File: src/rtl/dpq_pkg.sv
// ----------------------------------------------------------------------------
// dpq_pkg
// Shared constants and types for the debug port with host queue.
// ----------------------------------------------------------------------------
package dpq_pkg;

	localparam int HOST_DEPTH      = 8;
	localparam int LOG_BYTES       = 4096;
	localparam int DEBUG_MAX_BYTES = 4096;

	localparam int HOST_AW = $clog2(HOST_DEPTH);
	localparam int HOST_CW = $clog2(HOST_DEPTH + 1);
	localparam int LOG_AW  = $clog2(LOG_BYTES);
	localparam int LOG_CW  = $clog2(LOG_BYTES + 1);
	localparam int DBG_CW  = $clog2(DEBUG_MAX_BYTES + 1);

	localparam logic [31:0] REPLY_PACKET = 32'h3400_0000;
	localparam int          ITEM_HDR     = 12;
	localparam int          ARGC_MAX     = 16;

	// register offsets
	localparam logic [3:0] OFS_DATA  = 4'd0;
	localparam logic [3:0] OFS_ACK   = 4'd8;
	localparam logic [3:0] OFS_CLEAR = 4'd12;

	// packet types
	localparam logic [5:0] PKT_LOG_COUNT = 6'd3;
	localparam logic [5:0] PKT_LOG_DATA  = 6'd4;
	localparam logic [5:0] PKT_DEBUG     = 6'd8;
	localparam logic [5:0] PKT_DEBUG_END = 6'd10;

	// log status codes
	localparam logic [2:0] LOG_NONE      = 3'd0;
	localparam logic [2:0] LOG_COUNT_OK  = 3'd1;
	localparam logic [2:0] LOG_COUNT_BAD = 3'd2;
	localparam logic [2:0] LOG_NO_COUNT  = 3'd3;
	localparam logic [2:0] LOG_DONE      = 3'd4;
	localparam logic [2:0] LOG_MALFORMED = 3'd5;

	// debug status codes
	localparam logic [1:0] DBG_NONE    = 2'd0;
	localparam logic [1:0] DBG_FRAME   = 2'd1;
	localparam logic [1:0] DBG_SHORT   = 2'd2;
	localparam logic [1:0] DBG_BAD_LEN = 2'd3;

	typedef enum logic [2:0] {
		OP_READ_DATA,
		OP_READ_OTHER,
		OP_PACKET,
		OP_ACK,
		OP_CLEAR,
		OP_NOP
	} op_t;

	typedef struct packed {
		op_t         op;
		logic [5:0]  pkt_type;
		logic [1:0]  pkt_len;
		logic [31:0] data;
	} cmd_t;

endpackage

File: src/rtl/dpq_front.sv
// ----------------------------------------------------------------------------
// dpq_front
// Accepts bus accesses, classifies them and holds them in a two-entry queue.
// ----------------------------------------------------------------------------
module dpq_front import dpq_pkg::*; (
	input  logic        clk,
	input  logic        arst_n,
	input  logic        start,
	input  logic        mode,
	input  logic [3:0]  address,
	input  logic [31:0] write_data,
	output logic        busy,
	output logic        cmd_valid,
	output cmd_t        cmd,
	input  logic        cmd_take
);

	cmd_t       entry_q [2];
	logic       wr_ptr_q;
	logic       rd_ptr_q;
	logic [1:0] count_q;
	cmd_t       cls;
	logic       push;
	logic       pop;

	// classify the access
	always_comb begin
		cls.pkt_type = write_data[31:26];
		cls.pkt_len  = write_data[25:24];
		cls.data     = write_data;
		if (!mode) begin
			cls.op = (address == OFS_DATA) ? OP_READ_DATA : OP_READ_OTHER;
		end else begin
			unique case (address)
				OFS_DATA:  cls.op = OP_PACKET;
				OFS_ACK:   cls.op = OP_ACK;
				OFS_CLEAR: cls.op = OP_CLEAR;
				default:   cls.op = OP_NOP;
			endcase
		end
	end

	assign busy      = (count_q == 2'd2);
	assign push      = start && !busy;
	assign cmd_valid = (count_q != 2'd0);
	assign pop       = cmd_valid && cmd_take;
	assign cmd       = entry_q[rd_ptr_q];

	// queue payload
	always_ff @(posedge clk) begin
		if (push) begin
			entry_q[wr_ptr_q] <= cls;
		end
	end

	// queue pointers
	always_ff @(posedge clk or negedge arst_n) begin
		if (!arst_n) begin
			wr_ptr_q <= 1'b0;
			rd_ptr_q <= 1'b0;
			count_q  <= 2'd0;
		end else begin
			if (push) wr_ptr_q <= !wr_ptr_q;
			if (pop) rd_ptr_q <= !rd_ptr_q;
			count_q <= count_q + 2'(push) - 2'(pop);
		end
	end

endmodule

File: config.mk
export PLATFORM = sky130hd
export DESIGN_NAME = dpq_front
export DESIGN_NICKNAME = d
export VERILOG_FILES = /design/src/rtl/dpq_pkg.sv /design/src/rtl/dpq_front.sv
export SDC_FILE = /design/constraint.sdc
export NUM_CORES = 1
export LEC_CHECK = 0
export BUFFER_PORTS_ARGS = -buffer_cell sky130_fd_sc_hd__buf_2
export CAP_MARGIN = 40
export CORE_MARGIN = 4
export CORE_UTILIZATION = 51
export DETAILED_ROUTE_END_ITERATION = 10
export GPL_TIMING_DRIVEN = 0
export PLACE_DENSITY = 0.82
export SLEW_MARGIN = 10
export SYNTH_ARGS = -nofsm -noshare
export SYNTH_HDL_FRONTEND = slang
export SYNTH_SLANG_ARGS = --single-unit
File: constraint.sdc
create_clock -name clk -period 3.5 [get_ports clk]
set_input_delay 0.175 -clock clk [delete_from_list [all_inputs] [get_ports clk]]
set_output_delay 0.175 -clock clk [all_outputs]
set_load 0.01 [all_outputs]
==> results.cfg, run 1 <==
[outcome]
status = finished clean

[sta]
holdWs_ns = 0.0302
hold_viol = 0
final.setup.tns_ns = 0
fin_crit_ns = 1.77
fin_skew_ns = 0.00677
finalSetupViolCount = 0
slew_violations = 0
worst_pin_slew_ns = 0.838
period_share = 0.507
relSlewSlack = 0.442
max_freq_ghz = 0.563
layout_setup_ws_ns = 1.73
rsz0062_at_grt = no

[final_layout]
layout-drive-gt1-share = 0.588
fin_util = 0.666
syn2layout_area_growth_pct = 25.1
fin_nets = 283
n_fill_cell = 408
stdcell_count = 317
final_area_um2 = 3690
diodes = 0

[place]
post_dp_cell_area_um2 = 3490
port_buffers = 85
place_congestion = 0.711
dp_slack_ns = 1.77
place_hpwl_um = 3400
dp_cells = 300

[floorplan]
dieHeight_um = 84.0
die_width_um = 84.0
coreArea_um2 = 5540
core.rowCount = 27
io_pins = 86
initial_core_util = 0.532
dieArea_um2 = 7060

[power_and_ir_drop]
power_density_nw_per_um2 = 821
power_frac_seq = 0.420
clockPowerShare = 0.202
p_int_mw = 2.13
p_sw_mw = 0.894
p_sw_frac = 0.295
max-vdd-ir-drop_v = 0.000538
finalPower_mw = 3.03
p_leak_nw = 1.53
p_comb_frac = 0.378

[grt]
grt_max_degree = 36
use_met3 = 0.0494
gr-total-overflow = 0
grt.met2_usage = 0.239
busiest_layer = met2
grt_pass1_wl_um = 7640
grt_use_met1 = 0.162
antenna_found_initial = 1
grt_pass1_vias = 1627
gr-usage-all-layers = 0.143

[routing]
firstDrtPassIters = 4
drc_errors = 0
via_count = 1534
viasPerCell = 4.84
wl_um = 4810
avgRoutedWirePerCell_um = 15.2
drt_iter0_drc = 56
drtAntennaViolNets = 0

[synth]
post_synth_num_cell_types = 21
syn_area_um2 = 2950
synth_top_area_cell = edfxtp_1
ys_seq_area_frac = 0.747
yosys.area.top_type_share = 0.713
syn_avg_cell_area_um2 = 20.8
synthCells = 142
syn_nets = 185
synth_seq_cells = 74
synth_area_leaders = edfxtp_1 (71%), mux2_4 (15%), dfrtp_1 (3.4%), mux2_1 (2.3%), buf_4 (2.0%)
yosys_warnings = 0

[setup_path]
rr_endpoint = count_q[1]
endpoint_kind = primary output
cp_data_required_time_ns = 3.32
critPathLaunchType = flop
r2r_cells = 7
arrival_ns = 1.60
rr_startpoint = count_q[1]
worstPathMaxFanout = 10
reg2reg_setup_slack_ns = 1.78
crit_type = flop to primary output

[worst_hold_path]
hold_depth = 1
holdPathEnd = entry_q[1][20]
hold_start = write_data[20]
hp-class = input pin to flop

[clock_tree]
h-tree-depth = 3
ctsHoldBuffers = 1
cts_tree = built
post_cts_buffers = 0
cts_resized = 0
insertion_delay_ns = 0.33
cts.sinks = 74
clk_pin_slew_ns = 0.07
numCtsBuffers = 9
cts_buffer_depth = 2
root_buffer = clkbuf_8

[job]
cap_violations = 0
## logic make-up (layout without fill, tap and decap cells)
kind of cell             after synthesis  count (layout)  share of synthesized area
adder cells (fa/ha/maj)                2               2                    0.00849
XOR/XNOR                               4               4                     0.0119
AND/OR/NAND/NOR                       12              12                     0.0221
buffers and inverters                 14             117                     0.0382
multiplexers                          35              35                      0.171
AO/OA/AOI/OAI                          1               1                    0.00170
flip-flops                            74              74                      0.747
## cells in the mapped netlist
master and n:
nor2b_1 1, edfxtp_1 70, inv_1 2, nand2_1 2, mux2_4 29, and2_1 1
o21ai_1 1, nand3_1 1, nor3_1 1, nor2_1 2, or2_1 1, and2_4 1
dfrtp_1 4, xnor2_1 3, and3_1 1, buf_6 4, nand2b_1 1, buf_4 8
ha_1 2, mux2_1 6, xor2_1 1
## sequential cells by signal (all words and copies together) (netlist names)
| register | count |
|---|---|
| count_q | 2 |
| entry_q | 70 |
| rd_ptr_q | 1 |
| wr_ptr_q | 1 |
## how the worst max path moves through the flow
stage                from       endpoint  slack [ns]  cells past startpoint
2_1_floorplan  count_q[1]  entry_q[0][0]        1.01                      3
3_3_place_gp   count_q[1]  entry_q[0][8]        0.17                      3
3_5_place_dp   count_q[1]  entry_q[1][4]        1.77                      2
4_1_cts          rd_ptr_q        cmd[37]        1.69                      5
5_1_grt          rd_ptr_q        cmd[38]        1.64                      5
6_report         rd_ptr_q        cmd[37]        1.73                      5
## placed cells by master, fill, tap and decap left out
cell type,n
nor3_1,1
xor2_1,1
buf_12,1
mux2_4,29
and2_1,1
nor2b_1,1
buf_4,8
or2_1,1
edfxtp_1,70
inv_1,2
ha_1,2
clkinv_2,3
mux2_1,6
clkbuf_1,1
buf_6,4
nand2_1,2
o21ai_1,1
xnor2_1,3
nor2_4,1
nor2_1,1
clkinv_1,1
bufinv_16,1
and3_2,1
nand3_1,1
and2_4,1
buf_2,85
dfrtp_1,4
clkinv_4,1
clkbuf_8,9
dlygate4sd3_1,1
nand2b_1,1
## cell type report
cell class / count / area, um2 / share of cell area
plain buffers: 12 / 105 / 0.0285
multi-input cells: 54 / 642 / 0.174
repair buffers: 87 / 455 / 0.124
clock inverters: 6 / 57.6 / 0.0156
inverters: 2 / 7.51 / 0.00204
well taps: 72 / 90.1 / 0.0244
flip-flops and latches: 74 / 2200 / 0.597
clock buffers: 10 / 128 / 0.0346
## routing by layer
| metal | vias up | wire length (um) | part of all wire |
|---|---|---|---|
| met2 | 58 | 2410 | 0.50 |
| met1 | 741 | 1990 | 0.41 |
| li1 | 724 | - | - |
| met4 | 2 | 65 | 0.014 |
| met5 | - | 20 | 0.0042 |
| met3 | 9 | 327 | 0.068 |
## critical path, cell delays in order, from the launching register on
cell and delay [ns]:
dfrtp_1 0.35, buf_6 0.15, buf_6 0.19, mux2_4 0.32, buf_4 0.13, buf_2 0.13
## power groups by stage
stage	clock (mW)	sequential, mW	combinational [mW]
2_1_floorplan	0	1.28	0.791
3_3_place_gp	0	1.29	1.12
6_report	0.611	1.27	1.14
4_1_cts	0.631	1.28	1.17
3_5_place_dp	0	1.30	1.16
5_1_grt	0.677	1.29	1.23
No activity file was read; power rests on OpenSTA's default activity.
==> run 2, diff against run 1 <==
Settings changed: ABC_AREA set to 1.
Clock period 3.5 ns to 1.8 ns, I/O delays scaled along.
==> run 2 against run 1 <==
  * Sequential power grew 94%
  * Worst hold slack lost 0.0064 ns
  * Critical endpoint is now entry_q[1][8]
  * Non-clock buffer count grew 35
  * Critical path type is now flop to flop
==> results.cfg, run 2 <==
[place]
place_congestion = 0.700
place_hpwl_um = 3650
port_buffers = 85

[routing]
firstDrtPassIters = 4
viasPerCell = 4.64
drt_iter0_drc = 88
wl_um = 5630
via_count = 2042
avgRoutedWirePerCell_um = 12.8
drc_errors = 0
drtAntennaViolNets = 0

[clock_tree]
insertion_delay_ns = 0.32
cts_buffer_depth = 2
cts_tree = built
numCtsBuffers = 9
clk_pin_slew_ns = 0.07
root_buffer = clkbuf_8
cts.sinks = 74
h-tree-depth = 3

[setup_path]
reg2reg_setup_slack_ns = 0.11
crit_type = flop to flop
worstPathMaxFanout = 20
cp_data_required_time_ns = 1.83
arrival_ns = 1.72
startpoint = count_q[1]
endpoint_kind = flop
critPathLaunchType = flop
rr_startpoint = count_q[1]

[grt]
grt_max_degree = 36
gr-usage-all-layers = 0.170
grt_pass1_vias = 2089
antenna_found_initial = 0
grt_pass1_wl_um = 9330
gr-total-overflow = 0

[sta]
relSlewSlack = 0.474
max_freq_ghz = 0.593
fin_skew_ns = 0.00624
hold_viol = 0
finalSetupViolCount = 0
rsz0062_at_grt = no
period_share = 0.936
slew_violations = 0
worst_pin_slew_ns = 0.788
fin_crit_ns = 1.69

[synth]
synth_seq_cells = 74
yosys.area.top_type_share = 0.715
ys_seq_area_frac = 0.749
post_synth_num_cell_types = 13
yosys_warnings = 0
syn_area_um2 = 2940
synth_area_leaders = edfxtp_1 (72%), nand2_1 (14%), dfrtp_1 (3.4%), buf_4 (2.6%), nand2_2 (2.1%)
synth_top_area_cell = edfxtp_1
synth_edf_count = 70
synth_flop_cell = edfxtp_1
synth_most_common_cell = nand2_1
yosys-top-cells-count = nand2_1 (112), edfxtp_1 (70), inv_1 (11)
syn_avg_cell_area_um2 = 12.6
synthCells = 233
postSynth.asyncResetShare = 0.0541
syn_nets = 276

[floorplan]
dieHeight_um = 83.9
core.rowCount = 27
dieArea_um2 = 7040
io_pins = 86
coreArea_um2 = 5540
die_width_um = 83.9
initial_core_util = 0.530

[power_and_ir_drop]
p_int_mw = 4.12
max-vdd-ir-drop_v = 0.00107
clockPowerShare = 0.213
p_comb_frac = 0.390
finalPower_mw = 6.19
p_sw_frac = 0.336
p_leak_nw = 1.83
power_density_nw_per_um2 = 1540
power_frac_seq = 0.397
p_sw_mw = 2.08

[outcome]
status = finished clean

[final_layout]
top_regs = entry_q: 70 flops, count_q: 2 flops
largest_reg_flops = 70
syn2layout_area_growth_pct = 37.1
layout_common_cells = nand2_1 (112), buf_2 (85), edfxtp_1 (70), dlygate4sd3_1 (33)
diodes = 0
regMostFlops = entry_q
fin_nets = 406
fin_util = 0.727
layout-drive-gt1-share = 0.345
layout_commonest_cell = nand2_1

[worst_hold_path]
hold_start = cmd_take
hp-class = input pin to flop

[job]
cap_violations = 0
run 2: worst paths after layout:
path | to | cells after the start
worst max-delay path | entry_q[1][8] | 4
worst min register to register | wr_ptr_q | 2
worst min-delay path | rd_ptr_q | 3
min in group asynchronous | count_q[1] | 2
max in group asynchronous | rd_ptr_q | 2
worst max register to register | entry_q[1][8] | 4
run 2: worst max-delay path: stages (launching register included):
cell and delay [ns]:
dfrtp_1 0.41, nand2_1 0.14, nand2_1 0.14, nor2_4 0.46
buf_16 0.23
run 2: power by group through the flow:
stage | clock network, mW | registers [mW] | logic [mW]
after global placement | 0 | 2.49 | 2.27
after floorplan | 0 | 2.47 | 1.50
final | 1.32 | 2.46 | 2.41
after global routing | 1.45 | 2.48 | 2.67
after CTS | 1.36 | 2.46 | 2.44
after detailed placement | 0 | 2.50 | 2.38
run 2: cells by family after synthesis:
kind of cell,count (synthesis),share of synthesized area
DFF,74,0.749
adders and majority gates,2,0.00851
buffers and inverters,27,0.0656
AOI/OAI and AO/OA,1,0.00170
and+or+nand+nor,129,0.175
run 2: layout make-up:
cell class,instances,area [um2]
Inverter,12,52.6
Multi-Input combinational cell,132,552
Buffer,15,140
Tap cell,72,90.1
Sequential cell,74,2200
Timing Repair Buffer,119,783
Clock inverter,6,81.3
Clock buffer,10,128
Fill cell,379,1510
run 2: routing by layer:
layer	wire, um	part of all wire	global-route usage
met5	0	0	0
met4	99	0.018	0.0760
met3	345	0.061	0.0484
met2	3160	0.56	0.312
met1	2030	0.36	0.179
run 2: timing repair:
item / in CTS / in global routing
hold buffers: 33 / 0
setup buffers: 0 / 0
endpoints found under the hold margin: 68 / 0
resized for setup: 0 / 0
endpoints found under the setup margin: 0 / 0
run 2: metrics by stage:
step / cells / area (um2) / TNS, ns / hold slack (ns) / setup slack (ns)
final: 440 / 4030 / 0 / 0.0238 / 0.115
after global routing: 440 / 4030 / 0 / 0.0347 / 0.0250
after CTS: 440 / 4030 / 0 / 0.00746 / 0.134
after detailed placement: 391 / 3490 / 0 / -0.0943 / 0.148
after global placement: 390 / 3460 / -8.02 / -0.0994 / -0.219
after floorplan: 233 / 2950 / 0 / -0.206 / 0.150
